### src/ppc_pkg.sv
// Shared types and constants for the permutation power cipher.
`default_nettype none
package ppc_pkg;
   localparam int MAX_BLOCK = 64;
   localparam int IDX_W = $clog2(MAX_BLOCK);
   localparam int LEN_W = IDX_W + 1;
   localparam int ROUNDS_W = 31;
   localparam int CNT_W = $clog2(ROUNDS_W);
   localparam logic [7:0] PAD_CHAR = 8'h20;
   localparam logic [LEN_W-1:0] BLEN_RESET = LEN_W'(MAX_BLOCK);
   localparam logic [1:0] ADDR_BLEN = 2'd0;
   localparam logic MODE_LOAD = 1'b0;

   typedef struct packed {
      logic                mode;
      logic [IDX_W-1:0]    position;
      logic [IDX_W-1:0]    target;
      logic [7:0]          character;
      logic [ROUNDS_W-1:0] rounds;
      logic                last;
   } req_type;

   typedef struct packed {
      logic [7:0]       out_character;
      logic [IDX_W-1:0] out_position;
      logic             out_last;
   } rsp_type;

   // status of the modulo unit
   typedef struct packed {
      logic busy;
      logic done;
   } mod_stat_type;
endpackage
`default_nettype wire

### src/ppc_mod.sv
// Bit-serial modulo unit: rounds mod cycle length, one dividend bit per cycle.
`default_nettype none
module ppc_mod (
   input  logic                         clock,
   input  logic                         reset,
   input  logic                         start,
   input  logic [ppc_pkg::ROUNDS_W-1:0] dividend,
   input  logic [ppc_pkg::LEN_W-1:0]    divisor,
   output ppc_pkg::mod_stat_type        stat,
   output logic [ppc_pkg::IDX_W-1:0]    remainder
);
   import ppc_pkg::*;

   logic                busy_ff, busy_in;
   logic                done_ff, done_in;
   logic [CNT_W-1:0]    cnt_ff, cnt_in;
   logic [ROUNDS_W-1:0] quo_ff, quo_in;
   logic [IDX_W-1:0]    rem_ff, rem_in;
   logic [LEN_W-1:0]    div_ff, div_in;
   logic [LEN_W-1:0]    trial;

   // restoring step: shift in next dividend bit, subtract if it fits
   always_comb begin
      busy_in = busy_ff;
      done_in = 1'b0;
      cnt_in  = cnt_ff;
      quo_in  = quo_ff;
      rem_in  = rem_ff;
      div_in  = div_ff;
      trial   = {rem_ff, quo_ff[ROUNDS_W-1]};
      if (start && !busy_ff) begin
         busy_in = 1'b1;
         cnt_in  = '0;
         quo_in  = dividend;
         rem_in  = '0;
         div_in  = divisor;
      end else if (busy_ff) begin
         if (trial >= div_ff) begin
            rem_in = IDX_W'(trial - div_ff);
         end else begin
            rem_in = trial[IDX_W-1:0];
         end
         quo_in = quo_ff << 1;
         cnt_in = cnt_ff + 1'b1;
         if (cnt_ff == CNT_W'(ROUNDS_W - 1)) begin
            busy_in = 1'b0;
            done_in = 1'b1;
         end
      end
   end

   always_ff @(posedge clock) begin
      if (reset) begin
         busy_ff <= 1'b0;
         done_ff <= 1'b0;
      end else begin
         busy_ff <= busy_in;
         done_ff <= done_in;
      end
      cnt_ff <= cnt_in;
      quo_ff <= quo_in;
      rem_ff <= rem_in;
      div_ff <= div_in;
   end

   assign stat.busy = busy_ff;
   assign stat.done = done_ff;
   assign remainder = rem_ff;

   a_rem_below_div: assert property (@(posedge clock) disable iff (reset)
      done_ff |-> ({1'b0, rem_ff} < div_ff))
      else $error("remainder not below divisor");
   a_start_busy: assert property (@(posedge clock) disable iff (reset)
      (start && !busy_ff) |=> busy_ff)
      else $error("modulo unit did not start");
   a_done_pulse: assert property (@(posedge clock) disable iff (reset)
      done_ff |=> !done_ff)
      else $error("done longer than one cycle");
endmodule
`default_nettype wire

### src/permutation_power_cipher.sv
// Top level: tables, sequencer for cycle walks and scatter, output emission.
// Mode 0 and non-final characters are taken back to back while idle.
// A final character, per position, walks the cycle to find its length,
// takes rounds mod length, steps that far and scatters; then the block is
// emitted byte by byte, no stalls. Each walk step is one permutation table
// read. Synchronous reset clears control state and sets block_length to 64.
`default_nettype none
module permutation_power_cipher (
   input  logic             clock,
   input  logic             reset,
   input  logic             start,
   output logic             busy,
   input  ppc_pkg::req_type req_data,
   output logic             rsp_valid,
   output ppc_pkg::rsp_type rsp_data,
   input  logic             psel,
   input  logic             penable,
   input  logic             pwrite,
   input  logic [1:0]       paddr,
   input  logic [31:0]      pwdata,
   output logic [31:0]      prdata,
   output logic             pready
);
   import ppc_pkg::*;

   typedef enum logic [3:0] {
      ST_IDLE, ST_LEN_RD, ST_LEN_CHK, ST_MOD_WAIT, ST_MOVE, ST_MOVE_W,
      ST_SCATTER, ST_EMIT_RD, ST_EMIT
   } state_type;

   state_type           state_ff, state_in;
   logic [LEN_W-1:0]    blen_ff;
   logic [LEN_W-1:0]    rcnt_ff, rcnt_in;
   logic [LEN_W-1:0]    fill_ff, fill_in;
   logic [LEN_W-1:0]    nlen_ff, nlen_in;
   logic [ROUNDS_W-1:0] rounds_ff, rounds_in;
   logic [IDX_W-1:0]    idx_ff, idx_in;
   logic [LEN_W-1:0]    len_ff, len_in;
   logic [IDX_W-1:0]    pos_ff, pos_in;
   logic [IDX_W-1:0]    steps_ff, steps_in;
   logic [IDX_W-1:0]    outj_ff, outj_in;
   logic                rsp_valid_ff, rsp_valid_in;
   rsp_type             rsp_data_ff, rsp_data_in;
   logic [MAX_BLOCK-1:0] ovalid_ff;

   logic [IDX_W-1:0] perm_mem [MAX_BLOCK];
   logic [7:0]       msg_mem  [MAX_BLOCK];
   logic [7:0]       obuf_mem [MAX_BLOCK];
   logic [IDX_W-1:0] perm_q_ff;
   logic [7:0]       msg_q_ff;
   logic [7:0]       obuf_q_ff;
   logic             ovq_ff;

   logic             accept;
   logic             cfg_wr;
   logic [LEN_W-1:0] n_eff;
   logic [IDX_W-1:0] perm_rd_addr;
   logic             perm_we, msg_we, obuf_we, ovalid_clr, mod_start;
   logic [7:0]       scatter_char;
   mod_stat_type     mod_stat;
   logic [IDX_W-1:0] mod_rem;

   assign accept = start && (state_ff == ST_IDLE);
   assign busy   = (state_ff != ST_IDLE);
   assign cfg_wr = psel && penable && pwrite && (paddr == ADDR_BLEN);

   // clamp block length into 1..MAX_BLOCK
   always_comb begin
      if (blen_ff == '0) begin
         n_eff = LEN_W'(1);
      end else if (blen_ff > LEN_W'(MAX_BLOCK)) begin
         n_eff = LEN_W'(MAX_BLOCK);
      end else begin
         n_eff = blen_ff;
      end
   end

   assign scatter_char = ({1'b0, idx_ff} < fill_ff) ? msg_q_ff : PAD_CHAR;

   // sequencer
   always_comb begin
      state_in     = state_ff;
      rcnt_in      = rcnt_ff;
      fill_in      = fill_ff;
      nlen_in      = nlen_ff;
      rounds_in    = rounds_ff;
      idx_in       = idx_ff;
      len_in       = len_ff;
      pos_in       = pos_ff;
      steps_in     = steps_ff;
      outj_in      = outj_ff;
      rsp_valid_in = 1'b0;
      rsp_data_in  = rsp_data_ff;
      perm_rd_addr = idx_ff;
      perm_we      = 1'b0;
      msg_we       = 1'b0;
      obuf_we      = 1'b0;
      ovalid_clr   = 1'b0;
      mod_start    = 1'b0;
      case (state_ff)
         ST_IDLE: begin
            if (accept) begin
               if (req_data.mode == MODE_LOAD) begin
                  perm_we = 1'b1;
               end else begin
                  if (rcnt_ff < n_eff) begin
                     msg_we  = 1'b1;
                     rcnt_in = rcnt_ff + 1'b1;
                  end
                  if (req_data.last) begin
                     fill_in    = rcnt_in;
                     nlen_in    = n_eff;
                     rounds_in  = req_data.rounds;
                     idx_in     = '0;
                     ovalid_clr = 1'b1;
                     state_in   = ST_LEN_RD;
                  end
               end
            end
         end
         ST_LEN_RD: begin
            len_in   = LEN_W'(1);
            state_in = ST_LEN_CHK;
         end
         ST_LEN_CHK: begin
            // one table read per step along the cycle
            if (perm_q_ff != idx_ff && len_ff < nlen_ff) begin
               perm_rd_addr = perm_q_ff;
               len_in       = len_ff + 1'b1;
            end else begin
               mod_start = 1'b1;
               state_in  = ST_MOD_WAIT;
            end
         end
         ST_MOD_WAIT: begin
            if (mod_stat.done) begin
               steps_in = mod_rem;
               pos_in   = idx_ff;
               state_in = ST_MOVE;
            end
         end
         ST_MOVE: begin
            if (steps_ff == '0) begin
               state_in = ST_SCATTER;
            end else begin
               perm_rd_addr = pos_ff;
               state_in     = ST_MOVE_W;
            end
         end
         ST_MOVE_W: begin
            pos_in   = perm_q_ff;
            steps_in = steps_ff - 1'b1;
            state_in = ST_MOVE;
         end
         ST_SCATTER: begin
            obuf_we = ({1'b0, pos_ff} < nlen_ff);
            if ({1'b0, idx_ff} + 1'b1 == nlen_ff) begin
               outj_in  = '0;
               state_in = ST_EMIT_RD;
            end else begin
               idx_in   = idx_ff + 1'b1;
               state_in = ST_LEN_RD;
            end
         end
         ST_EMIT_RD: begin
            state_in = ST_EMIT;
         end
         ST_EMIT: begin
            rsp_valid_in              = 1'b1;
            rsp_data_in.out_character = ovq_ff ? obuf_q_ff : PAD_CHAR;
            rsp_data_in.out_position  = outj_ff;
            rsp_data_in.out_last      = ({1'b0, outj_ff} + 1'b1 == nlen_ff);
            if (rsp_data_in.out_last) begin
               rcnt_in  = '0;
               state_in = ST_IDLE;
            end else begin
               outj_in  = outj_ff + 1'b1;
               state_in = ST_EMIT_RD;
            end
         end
         default: begin
            state_in = ST_IDLE;
         end
      endcase
   end

   // control state and registered outputs
   always_ff @(posedge clock) begin
      if (reset) begin
         state_ff     <= ST_IDLE;
         rcnt_ff      <= '0;
         blen_ff      <= BLEN_RESET;
         rsp_valid_ff <= 1'b0;
      end else begin
         state_ff     <= state_in;
         rcnt_ff      <= rcnt_in;
         rsp_valid_ff <= rsp_valid_in;
         if (cfg_wr) begin
            blen_ff <= pwdata[LEN_W-1:0];
         end
      end
      fill_ff     <= fill_in;
      nlen_ff     <= nlen_in;
      rounds_ff   <= rounds_in;
      idx_ff      <= idx_in;
      len_ff      <= len_in;
      pos_ff      <= pos_in;
      steps_ff    <= steps_in;
      outj_ff     <= outj_in;
      rsp_data_ff <= rsp_data_in;
   end

   // written flags of the output buffer; unwritten reads as pad
   always_ff @(posedge clock) begin
      if (reset || ovalid_clr) begin
         ovalid_ff <= '0;
      end else if (obuf_we) begin
         ovalid_ff[pos_ff] <= 1'b1;
      end
   end

   // permutation table
   always_ff @(posedge clock) begin
      if (perm_we) begin
         perm_mem[req_data.position] <= req_data.target;
      end
      perm_q_ff <= perm_mem[perm_rd_addr];
   end

   // message buffer
   always_ff @(posedge clock) begin
      if (msg_we) begin
         msg_mem[rcnt_ff[IDX_W-1:0]] <= req_data.character;
      end
      msg_q_ff <= msg_mem[idx_ff];
   end

   // output buffer
   always_ff @(posedge clock) begin
      if (obuf_we) begin
         obuf_mem[pos_ff] <= scatter_char;
      end
      obuf_q_ff <= obuf_mem[outj_ff];
      ovq_ff    <= ovalid_ff[outj_ff];
   end

   ppc_mod u_mod (
      .clock     (clock),
      .reset     (reset),
      .start     (mod_start),
      .dividend  (rounds_ff),
      .divisor   (len_ff),
      .stat      (mod_stat),
      .remainder (mod_rem)
   );

   assign rsp_valid = rsp_valid_ff;
   assign rsp_data  = rsp_data_ff;
   assign pready    = 1'b1;
   assign prdata    = (paddr == ADDR_BLEN) ? {{(32-LEN_W){1'b0}}, blen_ff} : '0;

   a_out_busy: assert property (@(posedge clock) disable iff (reset)
      (rsp_valid_ff && !rsp_data_ff.out_last) |-> busy)
      else $error("result outside of emission");
   a_out_spacing: assert property (@(posedge clock) disable iff (reset)
      rsp_valid_ff |=> !rsp_valid_ff)
      else $error("back to back results");
   a_rcnt_range: assert property (@(posedge clock) disable iff (reset)
      rcnt_ff <= LEN_W'(MAX_BLOCK))
      else $error("received count overflow");
   a_mod_idle_start: assert property (@(posedge clock) disable iff (reset)
      mod_start |-> !mod_stat.busy)
      else $error("modulo started while busy");
endmodule
`default_nettype wire
### config.mk
export PLATFORM = sky130hd
export DESIGN_NAME = permutation_power_cipher
export DESIGN_NICKNAME = d
export VERILOG_FILES = /design/src/ppc_pkg.sv /design/src/ppc_mod.sv /design/src/permutation_power_cipher.sv
export SDC_FILE = /design/constraint.sdc
export NUM_CORES = 2
export LEC_CHECK = 0
export ABC_AREA = 1
export CAP_MARGIN = 20
export CORE_MARGIN = 1
export CORE_UTILIZATION = 57
export DETAILED_ROUTE_END_ITERATION = 16
export DONT_BUFFER_PORTS = 1
export PLACE_DENSITY = 0.75
export SLEW_MARGIN = 10
export SYNTH_ARGS = -nofsm -noshare
export SYNTH_HDL_FRONTEND = slang
export SYNTH_SLANG_ARGS = --single-unit
### constraint.sdc
create_clock -name clock -period 3.7 [get_ports clock]
set_input_delay 0.37 -clock clock [delete_from_list [all_inputs] [get_ports clock]]
set_output_delay 0.37 -clock clock [all_outputs]
set_load 0.01 [all_outputs]
# [Word level (Yosys, flattened, before mapping)]
# Memories as Yosys holds them, arrays and structs flattened. A register that Yosys moved wholly into a read port is not among the register bits.
# Index checks and enable logic that the tools add are counted.
[classes] n_addsub=9 order_cmp=9 eq_ne=22 muxes=67 n_bitwise=2 reduce_logical=28
[op_table] cell="2-to-1 mux 6 bit" n=11
[op_table] cell="OR 64 bit" n=1
[op_table] cell="2-to-1 mux 31 bit" n=2
[op_table] cell="one-hot mux 6 bit (2 select lines)" n=5
[op_table] cell="2-to-1 mux 7 bit" n=8
[op_table] cell="one-hot mux 4 bit (9 select lines)" n=1
[op_table] cell="one-hot mux 7 bit (2 select lines)" n=2
[op_table] cell="2-to-1 mux 1 bit" n=27
[op_table] cell="2-to-1 mux 4 bit" n=5
[op_table] cell="!= test 2 bit, second input constant" n=9
[op_table] cell="== test 4 x 3 -> 1 bit, second input constant" n=4
[op_table] cell="adder 6 x 1 -> 7 bit, second input constant" n=2
[op_table] cell="adder 7 x 1 -> 7 bit, second input constant" n=2
[op_table] cell="== test 7 bit" n=2
[op_table] cell="< comparator 6 x 7 -> 1 bit" n=2
[op_table] cell="< comparator 6 x 7 -> 1 bit, second input constant" n=2
[op_table] cell="< comparator 7 bit" n=2
[op_table] cell="adder 6 x 1 -> 6 bit, second input constant" n=2
[op_table] cell="nonzero test 2 bit" n=6
[op_table] cell="AND reduction 5 bit" n=2
[op_table] cell="== test 4 x 2 -> 1 bit, second input constant" n=2
[op_table] cell="2-to-1 mux 8 bit" n=1
[op_table] cell="AND reduction 4 bit" n=2
[op_table] cell=">= comparator 7 bit" n=1
[op_table] cell="other kinds (26)" n=34
[word_totals] regBits=226 ramBits=1408 in_bits=93 n_memories=3
[mem_list] name="msg_mem" depth=64 width=8 read_ports=1 rd_clocked_by_memory_dff=1 wr=1 line="permutation_power_cipher.sv:47" rtl="logic [7:0] msg_mem [MAX_BLOCK];"
[mem_list] name="obuf_mem" depth=64 width=8 read_ports=1 rd_clocked_by_memory_dff=1 wr=1 line="permutation_power_cipher.sv:48" rtl="logic [7:0] obuf_mem [MAX_BLOCK];"
[mem_list] name="perm_mem" depth=64 width=6 read_ports=1 rd_clocked_by_memory_dff=1 wr=1 line="permutation_power_cipher.sv:46" rtl="logic [IDX_W-1:0] perm_mem [MAX_BLOCK];"

# [Depth between registers and ports, before layout]
[logic_depth] depth_word=10 mapped_depth=22 ltp_nobuf=20

# [Hierarchy]
# From an unflattened synthesis, not the netlist that was laid out.
[hier_totals] cells_unflattened=5896 area_unflattened_um2=68797.2
[by_module_without_submodules] mod="permutation_power_cipher" instances=1 cells_each=5618 area_each_um2=66279.8 seq_area_each_um2=47135.2
[by_module_without_submodules] mod="ppc_mod" instances=1 cells_each=278 area_each_um2=2517.4 seq_area_each_um2=1401.3

# [Worst setup path before layout]
# No wires, ideal clock.
[synth_timing] path_kind="reg2reg" from="reg idx_ff[0]" to="mem obuf_mem[0][0] (data pin)" setup_ns=0.499 arrival_ns=2.979 t_required_ns=3.201 path_slack_ns=0.222 path_stages_with_launch=12 cell_sequence="edfxtp_1 buf_2 inv_2 clkbuf_1 nand2_1 nand3_1 nand2_1 a21oi_1 o21bai_1 a21oi_1 nor2_1 nor2_1"
[synth_between] elab_chain_cells=2
[synth_rtl] item="start, declared" line="permutation_power_cipher.sv:37" rtl="logic [IDX_W-1:0] idx_ff, idx_in;"
[synth_rtl] item="start signal, assigned" line="permutation_power_cipher.sv:205" rtl="idx_ff <= idx_in;"
[synth_rtl] item="< comparator 6 x 7 -> 1 bit" line="permutation_power_cipher.sv:78" rtl="assign scatter_char = ({1'b0, idx_ff} < fill_ff) ? msg_q_ff : PAD_CHAR;"
[synth_rtl] item="2-to-1 mux 8 bit" line="permutation_power_cipher.sv:78"
[synth_rtl] item="via scatter_char[0]" line="permutation_power_cipher.sv:59" rtl="logic [7:0] scatter_char;"
[synth_rtl] item="end, declared" line="permutation_power_cipher.sv:48"
# The timed path passes the listed nets, and every way through them passes these cells.

# [Worst setup path after layout]
[layout_timing] from="reg nlen_ff[6]" to="reg perm_q_ff[5] (read register of perm_mem)"
[layout_between] elab_chain_cells=4
[layout_rtl] item="start, declared" line="permutation_power_cipher.sv:35" rtl="logic [LEN_W-1:0] nlen_ff, nlen_in;"
[layout_rtl] item="start signal, assigned" line="permutation_power_cipher.sv:203" rtl="nlen_ff <= nlen_in;"
[layout_rtl] item="< comparator 7 bit" line="permutation_power_cipher.sv:127" rtl="if (perm_q_ff != idx_ff && len_ff < nlen_ff) begin"
[layout_rtl] item="logical AND 1 bit" line="permutation_power_cipher.sv:127"
[layout_rtl] item="2-to-1 mux 6 bit" line="permutation_power_cipher.sv:127"
[layout_rtl] item="one-hot mux 6 bit (2 select lines)" line="permutation_power_cipher.sv:100" rtl="case (state_ff)"
[layout_rtl] item="end, declared" line="permutation_power_cipher.sv:49" rtl="logic [IDX_W-1:0] perm_q_ff;"
# Every way passes these cells.
# A chain may end at the register's enable or synchronous reset.

==> impl_results.md <==
* Routed Wire Length at 169000 um
* Cell variety after synth at 45
* Number of global-route vias before repair at 44100
* CP dominant cell by count: nand2_1
* Most numerous cell in the Yosys netlist: edfxtp_1
* Worst R2R Path Depth at 20
* FP Rows at 126
* Util after Layout at 0.655
* Global-route wire length before repair at 257000 um
* Minimum setup slack among reg-to-reg paths at 290 ps
* Initial Util at 0.578
* CP Launch Type: flip-flop
* Setup bufs post-CTS at 0
* Initial DRC count at 5840
* Detailed Place HPWL at 95900 um
* Worst-margin pin slew at 1090 ps
* Clock slew at reported path FFs at 60 ps
* Int Power at 31.5 mW
* Largest net degree at the start of global routing at 155
* Final Hold Fails at 0
* DIE AREA at 122000 sq um
* Result of the run: complete, no violations
* CTS Buffer Depth at 3
* CP Max Fanout at 96
* Area delta synth->final at 13.5%
* Die H at 349 um
* Critical Path RT at 4410 ps
* Most frequent cells after synthesis: edfxtp_1, nor2_1, o21ai_0, nand2_1, nand3_1
* Design Area, Final at 77700 sq um
* Min Clock Period, post-route at 3410 ps
* DR WL/cell at 21.9 um
* Clock root buffer: clkbuf_16
* Mean Syn Cell Area at 11.7 sq um
* Final setup margin at 286 ps
* Crit-path leading delay family: simple AND/OR/NAND/NOR gates
* Max-slew violation count at 0
* Hold WS at 56.8 ps
* Final Cycle Share at 0.923
* Detail-routed via count per cell at 5.98
* Top cell type by total area after synthesis: edfxtp_1
* MaxCap Viol Count at 0
* Initial antenna violation count at 4
* Launch point of the worst reg-to-reg path: nlen_ff[6]
* Logic pwr share at 0.087
* Crit-path max cell delay at 430 ps
* Clk Latency, worst-skew pair at 790 ps
* Worst setup path start: nlen_ff[6]
* FF+latch count, synth at 1656
* CTS tree: built
* Fraction of layout cells with a size suffix above 1 at 0.0959
* Total vias in the final route at 46300
* Final Total Pwr at 41.2 mW
* Register area share after synthesis at 0.709
* Synthesized area at 68500 sq um
* Tot GR Track Use at 0.276
* Pwr Density at 530 nW/um^2
* CTS Buf Count at 164
* Post-synth EDFFs at 1537
* Setup CP Type: flip-flop to flip-flop
* R2r endpoint: perm_q_ff[5]
* Peak VDD IR at 0.444 mV
* WP depth at 20
* Share of power burned in the clock network at 0.400
* Crit end category: flip-flop
* ANT nets after route at 0
* CTS Sinks at 1656
* Global placement routability congestion at 0.922
* Top post-synthesis cells by area: edfxtp_1, nor2_1, o21ai_0, dfxtp_1, nand3_1
* Reg power frac at 0.513
* Relative slew margins at 0.275
* Max Clock Skew at 43.8 ps
* Die width at 349 um
* Critical Path End: perm_q_ff[5]
* Total of warnings raised by yosys at 0
* Placed instance area at 71400 sq um
* Overflow after GRT at 0
* Core Box Area at 119000 sq um
* I/O Buffers at 0
* Worst min-delay path class: primary input to flip-flop
* Critical Path AT at 4130 ps
* # H-tree levels at 4
* Switching share of total power at 0.235
* RSZ-0062 raised after global routing: no
* Fin Setup TNS at 0 ps
* Critical path buffers and inverters at 4
* Finished Layout Cells at 7733
* Post-route DRC at 0
* Cell Chain, Critical Path: inv_1 > ha_1 > nand2_1 > inv_1 > nand2_1 > nand2_1 > a21oi_2 > nand2_1 > nand2_1 > nand2_2 > nand2_2 > inv_2 > nor2_4 > clkbuf_16 > nand3_1 > nand3_1 > nand3_1 > nand3_1 > nand3_1 > nand2_1
* Worst slack, placed at 288 ps
* TritonRoute pass-1 iters at 6
* Leak at 27.2 nW
* Ys async rst share at 0
* P_sw at 9.66 mW
* I/O pins at 143
* Slowest stage cell, crit path: edfxtp_1
* Ys flop type: edfxtp_1
* Number of placed cells counting well taps at 7358
* NumNets Final at 6125
* Post-synth top area share at 0.674
* Post-synthesis cell count at 5856
* Final setup viols at 0
* Max Fclk at 293 MHz
## worst register-to-register path, delay by kind of cell, from the launching register on
family	cells	cell delay, ps
simple gates	14	1860
buf+inv	4	640
flops	1	430
fa+ha+maj	1	270
compound gates	1	150
## state kept, by name, summed over array words and instances, names as in the netlist, 7 cells and up
name	cells
msg_mem	512
obuf_mem	512
perm_mem	384
ovalid_ff	64
rounds_ff	31
u_mod.quo_ff	31
rsp_data	15
msg_q_ff	8
obuf_q_ff	8
blen_ff	7
fill_ff	7
len_ff	7
nlen_ff	7
rcnt_ff	7
u_mod.div_ff	7
## final cells by class
type / count / area [sq um]
multi-input combinational: 3452 / 17000
antenna: 4 / 10.0
tap: 1600 / 2000
fill: 8326 / 40800
clock buffer: 214 / 4410
clock inverter: 86 / 910
inverter: 387 / 1470
timing repair buffer: 334 / 3320
sequential: 1656 / 48500
## worst min-delay path by stage
stage / from / endpoint / slack (ps) / cells past startpoint
4_1_cts: req_data[52] / rcnt_ff[6] / 8 / 5
5_1_grt: req_data[52] / rcnt_ff[6] / 60 / 5
2_1_floorplan: ovalid_ff[10] / ovalid_ff[10] / 430 / 2
3_5_place_dp: ovalid_ff[57] / ovalid_ff[57] / 450 / 2
6_report: req_data[52] / rcnt_ff[6] / 60 / 5
3_3_place_gp: ovalid_ff[49] / ovalid_ff[49] / 440 / 2
## routing by layer
metal | part of all wire | global-route usage | vias up
met2 | 0.49 | 0.450 | 2363
li1 | - | - | 21100
met3 | 0.097 | 0.0515 | 400
met4 | 0.037 | 0.114 | 4
met1 | 0.38 | 0.365 | 22400
met5 | 0.00012 | 0 | -
## repair_timing
item                                    in CTS  in global routing
endpoints found under the hold margin      947                  0
hold buffers                                68                  0
gates resized for setup                      0                  7
endpoints found under the setup margin       0                  5
## cell families after synthesis
family	Yosys count	synth area share
AOI/OAI and AO/OA	1202	0.0994
other	2	0.000110
adders and majority gates	37	0.00687
DFF	1656	0.709
xor gates and xnor gates	29	0.00371
and+or+nand+nor	2158	0.136
buffers and inverters	772	0.0457
## power by group through the flow
stage | logic (mW) | clock network (mW) | registers, mW
6_report | 3.60 | 16.5 | 21.1
5_1_grt | 3.88 | 17.3 | 21.1
4_1_cts | 3.50 | 16.6 | 21.1
3_5_place_dp | 3.21 | 0 | 21.5
3_3_place_gp | 3.11 | 0 | 21.5
2_1_floorplan | 2.09 | 0 | 21.5
## cells in the final DEF (no fill, tap or decap), drive strengths merged, types with 18 or more instances in the layout
master       netlist  final
nand4             18     18
inv              385    387
nand2            502    502
nor3              34     34
clkbuf           246    216
o21ai            731    731
o21ba             42     42
buf              139    278
clkinv             2     63
nor2            1027   1027
a21oi             55     55
o22ai            315    315
nand3b           129    129
conb               2     26
dfxtp            119    119
nand3            439    439
edfxtp          1537   1537
xor2              18     18
ha                36     36
dlygate4sd3        0     54
No activity file was read; power rests on OpenSTA's default activity.
